==> src/sm3_pkg.sv <==
// ----------------------------------------------------------------------------
// SM3 compression package
// Shared constants and round helper functions for the SM3 compression core.
// ----------------------------------------------------------------------------
`default_nettype none
package sm3_pkg;

  localparam int unsigned WordW    = 32;
  localparam int unsigned BlkWords = 16;
  localparam int unsigned NumRegs  = 8;
  localparam int unsigned Rounds   = 64;
  localparam int unsigned QDepth   = 2;

  localparam logic [31:0] TLow  = 32'h79cc4519;
  localparam logic [31:0] THigh = 32'h7a879d8a;

  localparam logic [31:0] IvReset [NumRegs] = '{
    32'h7380166f, 32'h4914b2b9, 32'h172442d7, 32'hda8a0600,
    32'ha96f30bc, 32'h163138aa, 32'he38dee4d, 32'hb0fb0e4e
  };

  typedef logic [31:0] word_t;

  // One message word handed from the front to the back.
  typedef struct packed {
    word_t word;
    logic  first;   // word opens a new message
    logic  last;    // sixteenth word of a block
  } q_item_t;

  function automatic word_t rotl(input word_t x, input logic [4:0] r);
    logic [63:0] d;
    d = {x, x} << r;
    return d[63:32];
  endfunction

  function automatic word_t perm0(input word_t x);
    return x ^ rotl(x, 5'd9) ^ rotl(x, 5'd17);
  endfunction

  function automatic word_t perm1(input word_t x);
    return x ^ rotl(x, 5'd15) ^ rotl(x, 5'd23);
  endfunction

endpackage
`default_nettype wire

==> src/sm3_front.sv <==
// ----------------------------------------------------------------------------
// SM3 front end
// Accepts message words, tracks the word position in the block and pushes
// tagged words into a short queue toward the round engine.
// ----------------------------------------------------------------------------
`default_nettype none
module sm3_front
  import sm3_pkg::*;
(
  input  wire logic    clk,
  input  wire logic    rst_n,
  input  wire logic    in_valid,
  output logic         in_ready,
  input  wire word_t   in_msg_word,
  input  wire logic    in_begins_message,
  output logic         q_valid,
  input  wire logic    q_ready,
  output q_item_t      q_item
);

  q_item_t    mem_r [QDepth];
  logic [0:0] wp_r, rp_r;
  logic [1:0] cnt_r;
  logic [3:0] pos_r;
  logic       push, pop;

  assign in_ready = (cnt_r != 2'(QDepth));
  assign push     = in_valid && in_ready;
  assign q_valid  = (cnt_r != 2'd0);
  assign pop      = q_valid && q_ready;
  assign q_item   = mem_r[rp_r];

  // queue storage
  always_ff @(posedge clk) begin
    if (push) begin
      mem_r[wp_r] <= '{word: in_msg_word,
                       first: in_begins_message && (pos_r == 4'd0),
                       last: (pos_r == 4'd15)};
    end
  end

  // pointers and word position
  always_ff @(posedge clk) begin
    if (!rst_n) begin
      wp_r <= '0; rp_r <= '0; cnt_r <= '0; pos_r <= '0;
    end else begin
      if (push) begin
        wp_r  <= wp_r + 1'b1;
        pos_r <= pos_r + 4'd1;
      end
      if (pop) rp_r <= rp_r + 1'b1;
      cnt_r <= cnt_r + 2'(push) - 2'(pop);
    end
  end

`ifndef SYNTHESIS
  a_no_overflow: assert property (@(posedge clk) disable iff (!rst_n)
    cnt_r <= 2'(QDepth)) else $error("queue overflow");
  a_cnt_track: assert property (@(posedge clk) disable iff (!rst_n)
    (push && !pop) |=> cnt_r == $past(cnt_r) + 2'd1) else $error("count");
  a_pos_wrap: assert property (@(posedge clk) disable iff (!rst_n)
    (push && pos_r == 4'd15) |=> pos_r == 4'd0) else $error("position wrap");
`endif

endmodule
`default_nettype wire

==> src/sm3_back.sv <==
// ----------------------------------------------------------------------------
// SM3 round engine
// Collects a block, runs 64 rounds one per cycle with a 16-word rolling
// message schedule, folds into the chaining value and emits eight words.
// ----------------------------------------------------------------------------
`default_nettype none
module sm3_back
  import sm3_pkg::*;
(
  input  wire logic    clk,
  input  wire logic    rst_n,
  input  wire logic    cfg_we,
  input  wire logic [2:0] cfg_index,
  input  wire word_t   cfg_data,
  input  wire logic    q_valid,
  output logic         q_ready,
  input  wire q_item_t q_item,
  output logic         out_valid,
  input  wire logic    out_ready,
  output word_t        out_digest_word,
  output logic [2:0]   out_word_index,
  output logic         out_last_word
);

  typedef enum logic [1:0] {S_LOAD, S_ROUND, S_EMIT} state_t;

  state_t     state_r;
  word_t      iv_r [NumRegs];
  word_t      cv_r [NumRegs];
  word_t      v_r  [NumRegs];
  word_t      w_r  [BlkWords];
  logic [5:0] rnd_r;
  logic [2:0] oidx_r;

  logic  high;
  word_t t_rot, a12, ss1, ss2, ff, gg, tt1, tt2, wnew, wp;

  // round datapath
  always_comb begin
    high  = rnd_r[5] | rnd_r[4];
    t_rot = rotl(high ? THigh : TLow, rnd_r[4:0]);
    a12   = rotl(v_r[0], 5'd12);
    ss1   = rotl(a12 + v_r[4] + t_rot, 5'd7);
    ss2   = ss1 ^ a12;
    ff    = high ? ((v_r[0] & v_r[1]) | (v_r[0] & v_r[2]) | (v_r[1] & v_r[2]))
                 : (v_r[0] ^ v_r[1] ^ v_r[2]);
    gg    = high ? ((v_r[4] & v_r[5]) | (~v_r[4] & v_r[6]))
                 : (v_r[4] ^ v_r[5] ^ v_r[6]);
    wnew  = perm1(w_r[0] ^ w_r[7] ^ rotl(w_r[13], 5'd15))
            ^ rotl(w_r[3], 5'd7) ^ w_r[10];
    wp    = w_r[0] ^ w_r[4];
    tt1   = ff + v_r[3] + ss2 + wp;
    tt2   = gg + v_r[7] + ss1 + w_r[0];
  end

  assign q_ready         = (state_r == S_LOAD);
  assign out_valid       = (state_r == S_EMIT);
  assign out_digest_word = cv_r[oidx_r];
  assign out_word_index  = oidx_r;
  assign out_last_word   = (oidx_r == 3'd7);

  // configuration registers
  always_ff @(posedge clk) begin
    if (!rst_n) begin
      for (int i = 0; i < NumRegs; i++) iv_r[i] <= IvReset[i];
    end else if (cfg_we) begin
      iv_r[cfg_index] <= cfg_data;
    end
  end

  // sequencer, schedule window and working variables
  always_ff @(posedge clk) begin
    if (!rst_n) begin
      state_r <= S_LOAD;
      rnd_r   <= '0;
      oidx_r  <= '0;
      for (int i = 0; i < NumRegs; i++) cv_r[i] <= IvReset[i];
    end else begin
      case (state_r)
        S_LOAD: begin
          if (q_valid) begin
            for (int i = 0; i < BlkWords - 1; i++) w_r[i] <= w_r[i+1];
            w_r[BlkWords-1] <= q_item.word;
            if (q_item.first) begin
              for (int i = 0; i < NumRegs; i++) cv_r[i] <= iv_r[i];
            end
            if (q_item.last) begin
              for (int i = 0; i < NumRegs; i++) v_r[i] <= cv_r[i];
              if (q_item.first) begin
                for (int i = 0; i < NumRegs; i++) v_r[i] <= iv_r[i];
              end
              rnd_r   <= '0;
              state_r <= S_ROUND;
            end
          end
        end
        S_ROUND: begin
          for (int i = 0; i < BlkWords - 1; i++) w_r[i] <= w_r[i+1];
          w_r[BlkWords-1] <= wnew;
          v_r[0] <= tt1;
          v_r[1] <= v_r[0];
          v_r[2] <= rotl(v_r[1], 5'd9);
          v_r[3] <= v_r[2];
          v_r[4] <= perm0(tt2);
          v_r[5] <= v_r[4];
          v_r[6] <= rotl(v_r[5], 5'd19);
          v_r[7] <= v_r[6];
          rnd_r  <= rnd_r + 6'd1;
          if (rnd_r == 6'(Rounds - 1)) begin
            state_r <= S_EMIT;
            oidx_r  <= '0;
            cv_r[0] <= cv_r[0] ^ tt1;
            cv_r[1] <= cv_r[1] ^ v_r[0];
            cv_r[2] <= cv_r[2] ^ rotl(v_r[1], 5'd9);
            cv_r[3] <= cv_r[3] ^ v_r[2];
            cv_r[4] <= cv_r[4] ^ perm0(tt2);
            cv_r[5] <= cv_r[5] ^ v_r[4];
            cv_r[6] <= cv_r[6] ^ rotl(v_r[5], 5'd19);
            cv_r[7] <= cv_r[7] ^ v_r[6];
          end
        end
        S_EMIT: begin
          if (out_ready) begin
            oidx_r <= oidx_r + 3'd1;
            if (oidx_r == 3'd7) state_r <= S_LOAD;
          end
        end
        default: state_r <= S_LOAD;
      endcase
    end
  end

`ifndef SYNTHESIS
  a_round_to_emit: assert property (@(posedge clk) disable iff (!rst_n)
    (state_r == S_ROUND && rnd_r == 6'd63) |=> (state_r == S_EMIT && oidx_r == 3'd0))
    else $error("round end");
  a_emit_hold: assert property (@(posedge clk) disable iff (!rst_n)
    (out_valid && !out_ready) |=> $stable(out_digest_word) && $stable(oidx_r))
    else $error("emit hold");
  a_no_pull: assert property (@(posedge clk) disable iff (!rst_n)
    state_r != S_LOAD |-> !q_ready) else $error("pull while busy");
`endif

endmodule
`default_nettype wire

==> src/sm3_compression_core_top.sv <==
// The sixteen words of a block load one per cycle while the queue and the
// engine take them; the engine then runs 64 rounds and emits eight digest
// words. The sixteenth word passes through the queue register into the round
// engine before the rounds start. The engine takes no new word until its last
// digest word is taken; meanwhile further message words wait in the queue.
// Reset: synchronous active-low rst_n; IV registers and chaining value take
// the standard SM3 IV, word position clears to zero.
// ----------------------------------------------------------------------------
// SM3 compression core top
// Front end queue feeding the SM3 round engine.
// ----------------------------------------------------------------------------
`default_nettype none
module sm3_compression_core_top
  import sm3_pkg::*;
(
  input  wire logic        clk,
  input  wire logic        rst_n,
  input  wire logic        cfg_we,
  input  wire logic [2:0]  cfg_index,
  input  wire logic [31:0] cfg_data,
  input  wire logic        in_valid,
  output logic             in_ready,
  input  wire logic [31:0] in_msg_word,
  input  wire logic        in_begins_message,
  output logic             out_valid,
  input  wire logic        out_ready,
  output logic [31:0]      out_digest_word,
  output logic [2:0]       out_word_index,
  output logic             out_last_word
);

  logic    q_valid, q_ready;
  q_item_t q_item;

  sm3_front u_front (
    .clk, .rst_n, .in_valid, .in_ready, .in_msg_word, .in_begins_message,
    .q_valid, .q_ready, .q_item
  );

  sm3_back u_back (
    .clk, .rst_n, .cfg_we, .cfg_index, .cfg_data, .q_valid, .q_ready, .q_item,
    .out_valid, .out_ready, .out_digest_word, .out_word_index, .out_last_word
  );

endmodule
`default_nettype wire

==> config.mk <==
export PLATFORM = sky130hd
export DESIGN_NAME = sm3_compression_core_top
export DESIGN_NICKNAME = d
export VERILOG_FILES = /design/src/sm3_pkg.sv /design/src/sm3_front.sv /design/src/sm3_back.sv /design/src/sm3_compression_core_top.sv
export SDC_FILE = /design/constraint.sdc
export NUM_CORES = 2
export LEC_CHECK = 0
export BUFFER_PORTS_ARGS = -buffer_cell sky130_fd_sc_hd__buf_2
export CAP_MARGIN = 25
export CORE_UTILIZATION = 25
export CTS_BUF_LIST = sky130_fd_sc_hd__clkbuf_4 sky130_fd_sc_hd__clkbuf_8 sky130_fd_sc_hd__clkbuf_16
export DETAILED_ROUTE_END_ITERATION = 12
export SKIP_CTS_REPAIR_TIMING = 1
export SYNTH_ARGS = -nofsm -noshare
export SYNTH_HDL_FRONTEND = slang
export SYNTH_HIERARCHICAL = 1
export SYNTH_SLANG_ARGS = --single-unit
==> constraint.sdc <==
create_clock -name clk -period 10.5 [get_ports clk]
set_input_delay 1.05 -clock clk [delete_from_list [all_inputs] [get_ports clk]]
set_output_delay 1.05 -clock clk [all_outputs]
set_load 0.02 [all_outputs]
==> results.sh <==
export IMPL_mostFrequentLayoutCell="edfxtp_1"
export IMPL_ys_warn_count=6
export IMPL_cap_violations=0
export IMPL_core_um2=280100
export IMPL_worst_path_most_repeated_cell="a21oi_1"
export IMPL_dr_pass1_iters=7
export IMPL_status="completed"
export IMPL_critical_path_max_fanout=26
export IMPL_insertion_delay_ns=0.84
export IMPL_nNetsFinal=6113
export IMPL_cp_slowest_cell="fa_1"
export IMPL_endpoint_kind="register"
export IMPL_drc=0
export IMPL_dp_final_hpwl_mm=186.6
export IMPL_viasPerCell=4.996
export IMPL_cts_clk_slew_worst_paths_ns=0.06
export IMPL_grt_max_degree=211
export IMPL_path_class="reg -> reg"
export IMPL_wl_mm=261.1
export IMPL_area_delta_synth_final_pct=15.12
export IMPL_tritoncts="yes"
export IMPL_synth_seq_cells=1371
export IMPL_finalSetupViolations=0
export IMPL_via_count=47947
export IMPL_min_path_type="reg -> reg"
export IMPL_synth_compound_area_frac=0.08720
export IMPL_die_w_um=533.4
export IMPL_final_antenna_net_count=0
export IMPL_cts_max_path_buffers=3
export IMPL_final_cell_mix="edfxtp_1, nand2_1, xnor2_1"
export IMPL_synthSimpleGateAreaFrac=0.08972
export IMPL_grt_overflow_total=0
export IMPL_worstMarginPinSlew_ns=1.216
export IMPL_nFillCells=28352
export IMPL_cpPeakStageDelay_ns=0.49
export IMPL_fmax_mhz=100.3
export IMPL_hold_worst_slack_ns=0.3885
export IMPL_synth_edf_count=1348
export IMPL_worst_setup_path_start_kind="register"
export IMPL_cts_sinks=1371
export IMPL_synth_top_family_by_area="simple AND/OR/NAND/NOR gates"
export IMPL_hold_violations=0
export IMPL_grt_use_total=0.1791
export IMPL_final_area_um2=81260
export IMPL_ys_types=77
export IMPL_synthXorXnorAreaFrac=0.08890
export IMPL_antenna_found_initial=36
export IMPL_yosys_area_share_adder=0.07157
export IMPL_seq_area_um2=40950
export IMPL_ys_flop_type="edfxtp_1"
export IMPL_multiInputGateArea_um2=27760
export IMPL_final_max_slew_viol_count=0
export IMPL_cts_root_buf="clkbuf_16"
export IMPL_fp_dieH_um=533.4
export IMPL_die_area_um2=284500
export IMPL_period_needed_ns=9.972
export IMPL_syn_num_nets=5977
export IMPL_synthMuxAreaShare=0.05223
export IMPL_grt_pass1_wl_mm=360.2
export IMPL_rsz0062_at_grt="false"
export IMPL_max_slew_margin=0.1864
export IMPL_crit_arrival_ns=10.53
export IMPL_ys_async_sr_fraction=0
export IMPL_period_share=0.9497
export IMPL_gp_congestion=0.9924
export IMPL_drtIter0Drc=6313
export IMPL_boundaryPins=111
export IMPL_wl_per_cell_um=27.20
export IMPL_timing_reg2reg_setup_slack_ns=0.53
export IMPL_cts_buffers_inserted=147
export IMPL_yosysSeqAreaShare=0.5799
export IMPL_fp_row_count=194
export IMPL_finalSetupTns_ns=0
export IMPL_syn_cell_area_um2=70590
export IMPL_required_ns=11.06
export IMPL_htreeDepth=4
export IMPL_initial_utilization=0.2520
export IMPL_io_buffers=110
export IMPL_layout_drive_gt1_share=0.1210
export IMPL_dpl_cell_area_um2=76220
export IMPL_finClkSkew_ns=0.05555
export IMPL_avgSynthCellArea_um2=12.58
export IMPL_netlist_instances=5613
export IMPL_grt_pass1_vias=45144
final timing paths:
kind                                start                           end  cells after the start
min          u_back/w_r[0][256]$_DFFE_PP_  u_back/w_r[0][224]$_DFFE_PP_                      0
max          u_back/rnd_r[4]$_SDFFE_PN0P_  u_back/cv_r[0][24]$_DFFE_PP_                     40
min reg2reg  u_back/w_r[0][256]$_DFFE_PP_  u_back/w_r[0][224]$_DFFE_PP_                      0
max reg2reg  u_back/rnd_r[4]$_SDFFE_PN0P_  u_back/cv_r[0][24]$_DFFE_PP_                     40
synthesized netlist by cell type (4+ instances only):
cell type | instances | share of area
a22o_1 | 121 | 0.015
a21oi_1 | 251 | 0.018
mux2i_1 | 140 | 0.020
o21a_1 | 9 | 0.00096
a221o_1 | 8 | 0.0011
nand2_1 | 576 | 0.031
o21ai_1 | 9 | 0.00064
xor2_1 | 218 | 0.027
nor2_1 | 385 | 0.020
a21boi_0 | 10 | 0.0011
and3_1 | 38 | 0.0034
mux4_2 | 64 | 0.020
o21bai_1 | 9 | 0.00096
edfxtp_1 | 1348 | 0.57
fa_1 | 188 | 0.053
and2_1 | 135 | 0.012
mux2_2 | 75 | 0.012
and4_1 | 4 | 0.00050
a31oi_1 | 179 | 0.016
nand4_1 | 8 | 0.00071
nand3_1 | 59 | 0.0042
a31o_2 | 13 | 0.0016
a22oi_1 | 23 | 0.0024
buf_1 | 34 | 0.0018
inv_1 | 295 | 0.016
dfxtp_1 | 23 | 0.0065
clkbuf_1 | 235 | 0.012
a21o_1 | 48 | 0.0051
o31ai_1 | 7 | 0.00074
xnor2_1 | 485 | 0.060
o21ai_0 | 245 | 0.017
nand2b_1 | 45 | 0.0040
a211oi_1 | 7 | 0.00074
or3_1 | 99 | 0.0088
nor3_1 | 23 | 0.0016
nor2b_1 | 18 | 0.0016
o211ai_1 | 12 | 0.0013
ha_1 | 103 | 0.018
o22ai_1 | 4 | 0.00035
through the flow:
stage,cells,setup slack [ns],util
floorplan,5613,1.472,-
global placement,9315,0.6876,0.2719
detailed placement,9322,0.6835,0.2721
CTS,9582,0.6768,0.2898
global route,9584,0.02874,0.2900
finish,9598,0.5280,0.2901
logic make-up after synthesis:
logic type / after synthesis
and+or+nand+nor: 1407
DFF: 1371
AOI/OAI and AO/OA: 985
xor gates and xnor gates: 709
buffers and inverters: 571
adders and majority gates: 291
muxes: 279
sequential cells by signal (all words and copies together) (netlist names), named ones only:
name                   count
u_front/mem_r             68
u_back/cv_r              256
u_back/out_word_index      3
u_back/iv_r              256
u_front/pos_r              4
u_back/w_r               512
u_front/cnt_r              2
u_front/rp_r               1
u_back/state_r             2
u_front/wp_r               1
u_back/v_r               256
u_back/rnd_r               6
layout make-up:
cell class | count | area share
Clock buffer | 185 | 0.04909
Tap cell | 3724 | 0.05734
Timing Repair Buffer | 260 | 0.02189
Antenna cell | 14 | 0.0004311
Multi-Input combinational cell | 3671 | 0.3416
Sequential cell | 1371 | 0.5039
Clock inverter | 75 | 0.01192
Inverter | 298 | 0.01380
critical path: cells and delay by family, from the launching register on:
family,cells,cell delay [ns]
compound gates,14,2.81
xor+xnor,4,1.05
fa+ha+maj,6,2.46
buf+inv,5,1.12
flops,1,0.32
mux,2,0.35
simple gates,9,1.62
routing by layer:
layer,vias to the layer above,part of all wire,GRT usage
li1,20322,-,-
met1,24388,0.41,0.2457
met2,2753,0.42,0.2585
met3,466,0.11,0.04811
met4,18,0.058,0.08962
met5,-,0.00047,0
Power is left out: the tool's default activity adds up to more than one toggle a clock period on the data nets, which glitch-free logic cannot reach.
